**config.mk**
```make
export PLATFORM = sky130hd
export DESIGN_NAME = sab_ctrl
export DESIGN_NICKNAME = d
export VERILOG_FILES = /design/src/rtl/sab_pkg.sv /design/src/rtl/sab_ctrl.sv
export SDC_FILE = /design/constraint.sdc
export NUM_CORES = 1
export LEC_CHECK = 0
export BUFFER_PORTS_ARGS = -buffer_cell sky130_fd_sc_hd__buf_4
export CAP_MARGIN = 15
export CORE_MARGIN = 10
export CORE_UTILIZATION = 30
export CTS_BUF_LIST = sky130_fd_sc_hd__clkbuf_4
export DETAILED_ROUTE_END_ITERATION = 8
export GPL_TIMING_DRIVEN = 0
export PLACE_DENSITY = 0.51
export SKIP_CTS_REPAIR_TIMING = 1
export SYNTH_ARGS = -nofsm -noshare
export SYNTH_HDL_FRONTEND = slang
export SYNTH_SLANG_ARGS = --single-unit
```
**constraint.sdc**
```tcl
create_clock -name clk_i -period 1.65 [get_ports clk_i]
set_input_delay 0.33 -clock clk_i [delete_from_list [all_inputs] [get_ports clk_i]]
set_output_delay 0.33 -clock clk_i [all_outputs]
set_load 0.01 [all_outputs]
```
**src/rtl/sab_pkg.sv**
```systemverilog
package sab_pkg;

  localparam int MAX_STATES_DEF = 2048;
  localparam int ALPHABET_DEF   = 26;
  localparam int SYM_W          = 5;
  localparam int SYMX_W         = 7;
  localparam int STATUS_W       = 2;

  typedef enum logic [STATUS_W-1:0] {
    ST_OK       = 2'd0,
    ST_NO_TRANS = 2'd1,
    ST_FULL     = 2'd2,
    ST_BAD_SYM  = 2'd3
  } status_e;

  typedef enum logic [3:0] {
    S_CLR,
    S_IDLE,
    S_DECODE,
    S_T_CHK,
    S_X_LEN_WR,
    S_X_ZERO,
    S_WALK_RD,
    S_WALK_CHK,
    S_Q_RD,
    S_Q_CHK,
    S_CP_RD,
    S_CP_WR,
    S_LINKQ,
    S_LINKNP,
    S_RD_RD,
    S_RD_CHK
  } ctrl_state_e;

  typedef enum logic [4:0] {
    CMD_NONE,
    CMD_CLR_ROOT,
    CMD_LATCH,
    CMD_BAD,
    CMD_FULL,
    CMD_T_RD,
    CMD_T_CHK,
    CMD_X_LEN_RD,
    CMD_X_LEN_WR,
    CMD_X_ZERO,
    CMD_WALK_RD,
    CMD_WALK_CHK,
    CMD_Q_RD,
    CMD_Q_CHK,
    CMD_CP_RD,
    CMD_CP_WR,
    CMD_LINKQ,
    CMD_LINKNP,
    CMD_RD_RD,
    CMD_RD_CHK,
    CMD_FINISH
  } dp_cmd_e;

  typedef struct packed {
    logic sym_bad;
    logic op;
    logic full;
    logic k_last;
    logic t_zero;
    logic p_zero;
    logic t_eq_q;
    logic len_match;
  } dp_status_t;

endpackage

```
**src/rtl/sab_ctrl.sv**
```systemverilog
module sab_ctrl
  import sab_pkg::*;
(
  input  logic       clk_i,
  input  logic       rst_ni,
  input  logic       start_i,
  input  dp_status_t st_i,
  output dp_cmd_e    cmd_o,
  output logic       busy_o,
  output logic       done_o
);

  ctrl_state_e state_q, state_d;

  always_ff @(posedge clk_i or negedge rst_ni) begin
    if (!rst_ni) begin
      state_q <= S_CLR;
    end else begin
      state_q <= state_d;
    end
  end

  logic resp_q, resp_d;

  always_ff @(posedge clk_i or negedge rst_ni) begin
    if (!rst_ni) begin
      resp_q <= 1'b0;
    end else begin
      resp_q <= resp_d;
    end
  end

  always_comb begin
    state_d = state_q;
    resp_d  = 1'b0;
    case (state_q)
      S_CLR:      if (st_i.k_last) state_d = S_IDLE;
      S_IDLE:     if (start_i && !resp_q) state_d = S_DECODE;
      S_DECODE: begin
        if (st_i.sym_bad || (!st_i.op && st_i.full)) begin
          state_d = S_IDLE;
          resp_d  = 1'b1;
        end else if (st_i.op) begin
          state_d = S_T_CHK;
        end else begin
          state_d = S_X_LEN_WR;
        end
      end
      S_T_CHK: begin
        state_d = S_IDLE;
        resp_d  = 1'b1;
      end
      S_X_LEN_WR: state_d = S_X_ZERO;
      S_X_ZERO:   if (st_i.k_last) state_d = S_WALK_RD;
      S_WALK_RD:  state_d = S_WALK_CHK;
      S_WALK_CHK: begin
        if (!st_i.t_zero) begin
          state_d = S_Q_RD;
        end else if (st_i.p_zero) begin
          state_d = S_IDLE;
          resp_d  = 1'b1;
        end else begin
          state_d = S_WALK_RD;
        end
      end
      S_Q_RD:     state_d = S_Q_CHK;
      S_Q_CHK: begin
        if (st_i.len_match) begin
          state_d = S_IDLE;
          resp_d  = 1'b1;
        end else begin
          state_d = S_CP_RD;
        end
      end
      S_CP_RD:    state_d = S_CP_WR;
      S_CP_WR:    state_d = st_i.k_last ? S_LINKQ : S_CP_RD;
      S_LINKQ:    state_d = S_LINKNP;
      S_LINKNP:   state_d = S_RD_RD;
      S_RD_RD:    state_d = S_RD_CHK;
      S_RD_CHK: begin
        if (!st_i.t_eq_q || st_i.p_zero) begin
          state_d = S_IDLE;
          resp_d  = 1'b1;
        end else begin
          state_d = S_RD_RD;
        end
      end
      default:    state_d = S_CLR;
    endcase
  end

  always_comb begin
    cmd_o = CMD_NONE;
    case (state_q)
      S_CLR:      cmd_o = CMD_CLR_ROOT;
      S_IDLE:     cmd_o = (start_i && !resp_q) ? CMD_LATCH : CMD_NONE;
      S_DECODE: begin
        if (st_i.sym_bad)   cmd_o = CMD_BAD;
        else if (st_i.op)   cmd_o = CMD_T_RD;
        else if (st_i.full) cmd_o = CMD_FULL;
        else                cmd_o = CMD_X_LEN_RD;
      end
      S_T_CHK:    cmd_o = CMD_T_CHK;
      S_X_LEN_WR: cmd_o = CMD_X_LEN_WR;
      S_X_ZERO:   cmd_o = CMD_X_ZERO;
      S_WALK_RD:  cmd_o = CMD_WALK_RD;
      S_WALK_CHK: cmd_o = (st_i.t_zero && st_i.p_zero) ? CMD_FINISH : CMD_WALK_CHK;
      S_Q_RD:     cmd_o = CMD_Q_RD;
      S_Q_CHK:    cmd_o = CMD_Q_CHK;
      S_CP_RD:    cmd_o = CMD_CP_RD;
      S_CP_WR:    cmd_o = CMD_CP_WR;
      S_LINKQ:    cmd_o = CMD_LINKQ;
      S_LINKNP:   cmd_o = CMD_LINKNP;
      S_RD_RD:    cmd_o = CMD_RD_RD;
      S_RD_CHK:   cmd_o = CMD_RD_CHK;
      default:    cmd_o = CMD_NONE;
    endcase
  end

  assign busy_o = (state_q != S_IDLE) || resp_q;
  assign done_o = resp_q;

endmodule

```
==> flow_summary.json <==
{
  "synth-compound-area-share_pct": 27.5,
  "overflow": 0,
  "rr_endpoint": "state_q[3]$_DFFE_PN0P_",
  "p_sw_share_pct": 42.9,
  "synth-simple-area-share_pct": 38.3,
  "final_area_um2": 996,
  "path_class": "flip-flop to primary output",
  "synthArstFlopShare_pct": 100,
  "r2r-start": "state_q[2]$_DFFE_PN0P_",
  "fin_ws_ns": -0.0779,
  "die_w_um": 67.0,
  "wl_per_cell_um": 14.0,
  "grt_antenna_before_repair": 0,
  "min_from": "st_i[7]",
  "ir_drop_uv": 864,
  "dr.pass1.iters": 4,
  "cts_made_buffers": 3,
  "skew_ns": 0.000501,
  "clkPwrFrac_pct": 8.1,
  "ant_nets": 0,
  "status": "finished with violations",
  "ys_ff_latch": 5,
  "path_max_fanout": 8,
  "fp.dieArea_mm2": 0.00449,
  "worst_hold_path_type": "primary input to flip-flop",
  "fin_crit_ns": 1.73,
  "clockBufferDepth": 2,
  "avgSynthCellArea_um2": 7.89,
  "fp-row-count": 16,
  "path_clk_slew_ns": 0.04,
  "critPathLaunchType": "flip-flop",
  "cp-end-kind": "primary output",
  "core-area_mm2": 0.00202,
  "synth_fa_ha_area_share_pct": 0,
  "filler_cell_count": 213,
  "yosysWarnings": 0,
  "nNetsFinal": 129,
  "power.share.sequential_pct": 10.5,
  "ff2ff_path_depth": 8,
  "synth_xor_area_share_pct": 1.32,
  "leakage_uw": 0.000455,
  "failed_checks": "setup timing",
  "internal-power_uw": 1110,
  "grt_pass1_wl_um": 3370,
  "p_per_area_mw_per_mm2": 1960,
  "min_to": "state_q[2]$_DFFE_PN0P_",
  "antenna_cells": 0,
  "vias_per_cell": 5.13,
  "synth.area.mux_share_pct": 0,
  "synth_seq_area_share_pct": 18.9,
  "track_usage_pct": 9.01,
  "final_util_pct": 49.3,
  "grt_max_degree": 11,
  "combPwrFrac_pct": 81.4,
  "whs_path_depth": 3,
  "tightest_slew_ns": 0.278,
  "layout-drive-gt1-share_pct": 47.0,
  "ios": 18,
  "clk_latency_ns": 0.24,
  "die_h_um": 67.0,
  "timing.fmax_mhz": 579,
  "port_buffers": 17,
  "syn-cell-area_um2": 663,
  "p_switching_uw": 836,
  "cts_max_level": 1,
  "fin_crit_sh_pct": 105,
  "initial_core_util_pct": 32.8,
  "root_buffer": "clkbuf_4",
  "timing.reg2reg.setup_slack_ns": 0.15,
  "finalMaxSlewViolations": 0,
  "place_congestion": 0.817,
  "dp_cells": 128,
  "synth_edf_count": 0,
  "dp_hpwl_um": 1450,
  "relSlewSlack_pct": 81.2,
  "drv_cap": 0,
  "dpl_cell_area_um2": 825,
  "drt_iter0_markers": 19,
  "synth_nets": 95,
  "critPathArrivalTime_ns": 1.40,
  "grt_pass1_vias": 733,
  "syn-instance-count": 84,
  "route.detailed.drc": 0,
  "setup_tns_ns": -0.186,
  "finalHoldViolCount": 0,
  "drt-total-wl_um": 2020,
  "stdcell_count": 144,
  "synth_top_family_by_area": "simple AND/OR/NAND/NOR gates",
  "synth_cell_type_count": 38,
  "synthFlopType": "dfrtp_1",
  "required_ns": 1.32,
  "cts_tree": "yes",
  "syn2layout_area_growth_pct": 50.2,
  "via_count": 738,
  "setup_viol": 4,
  "rsz0062_at_grt": "true",
  "cts_sinks": 5
}
-- how the worst max path moves through the flow --
stage | from | to | slack, ns | cells past startpoint
after floorplan | state_q[3]$_DFFE_PN0P_ | cmd_o[0] | 0.21 | 3
after global placement | state_q[2]$_DFFE_PN0P_ | cmd_o[1] | 0.13 | 6
after detailed placement | state_q[2]$_DFFE_PN0P_ | cmd_o[1] | 0.12 | 6
after CTS | state_q[2]$_DFFE_PN0P_ | cmd_o[1] | -0.14 | 6
after global routing | state_q[0]$_DFFE_PN0P_ | cmd_o[1] | -0.13 | 6
final | state_q[0]$_DFFE_PN0P_ | cmd_o[1] | -0.08 | 6
-- cell families after synthesis --
kind of cell    Yosys count
simple gates             42
flops                     5
buf+inv                   9
compound gates           27
xor+xnor                  1
-- flip-flops by register name (all words and copies together), names as in the netlist --
register	flops
state_q	4
done_o	1
-- synthesized netlist by cell type, drive strengths merged (2+ instances only) --
cell type | n | area, um2
nand2 | 11 | 51.3
buf | 8 | 88.8
o21ai | 8 | 40.0
nor2 | 6 | 22.5
nor2b | 6 | 37.5
dfrtp | 5 | 125
nand2b | 4 | 25.0
nand3 | 4 | 25.0
a21oi | 3 | 15.0
a31oi | 3 | 18.8
nor3 | 3 | 25.0
and3b | 2 | 17.5
nand3b | 2 | 15.0
o21bai | 2 | 15.0
o22ai | 2 | 12.5
o2bb2ai | 2 | 23.8
-- critical path, cell delays in order, from the launching register on --
cell     delay [ns]
dfrtp_1        0.36
buf_6          0.14
nor3_4         0.19
and2_4         0.18
o21ai_2        0.06
o21ai_1        0.08
buf_4          0.14
-- routing by layer --
metal | vias to the layer above | track usage (%) | wire (um)
met5 | - | 0 | 0
met4 | 0 | 2.31 | 27
met3 | 4 | 2.34 | 111
met2 | 26 | 13.3 | 868
met1 | 340 | 12.5 | 1010
li1 | 368 | - | -
-- cells in the final DEF, fill, tap and decap left out, drive strengths merged, types with 2 or more instances in the layout --
master    n
buf      36
nand2    11
o21ai     8
nor2b     6
nor2      6
dfrtp     5
clkbuf    4
nand2b    4
nand3     4
a31oi     3
a21oi     3
nor3      3
and3b     2
o22ai     2
nand3b    2
o21bai    2
o2bb2ai   2
-- per-stage QoR --
step	hold WS (ns)	total power, uW	worst slack [ns]
5_1_grt	0.449	2100	-0.131
3_3_place_gp	0.132	1490	0.128
2_1_floorplan	0.0344	1120	0.210
4_1_cts	-0.124	1660	-0.144
3_5_place_dp	0.133	1490	0.124
6_report	0.432	1950	-0.0779
-- layout make-up --
class / count / area (um2) / share of cell area (%)
inverters: 1 / 8.76 / 0.879
flip-flops and latches: 5 / 125 / 12.6
clock buffers: 4 / 30.0 / 3.02
repair buffers: 29 / 220 / 22.1
well taps: 27 / 33.8 / 3.39
plain buffers: 8 / 95.1 / 9.55
multi-input cells: 70 / 483 / 48.5
-- power by group through the flow --
stage | combinational (uW) | clock, uW | sequential (uW)
after floorplan | 918 | 0 | 206
final | 1590 | 157 | 205
after CTS | 1290 | 162 | 205
after global placement | 1290 | 0 | 205
after global routing | 1720 | 170 | 212
after detailed placement | 1280 | 0 | 206
Note: power is estimated with default switching activity, not from simulation.
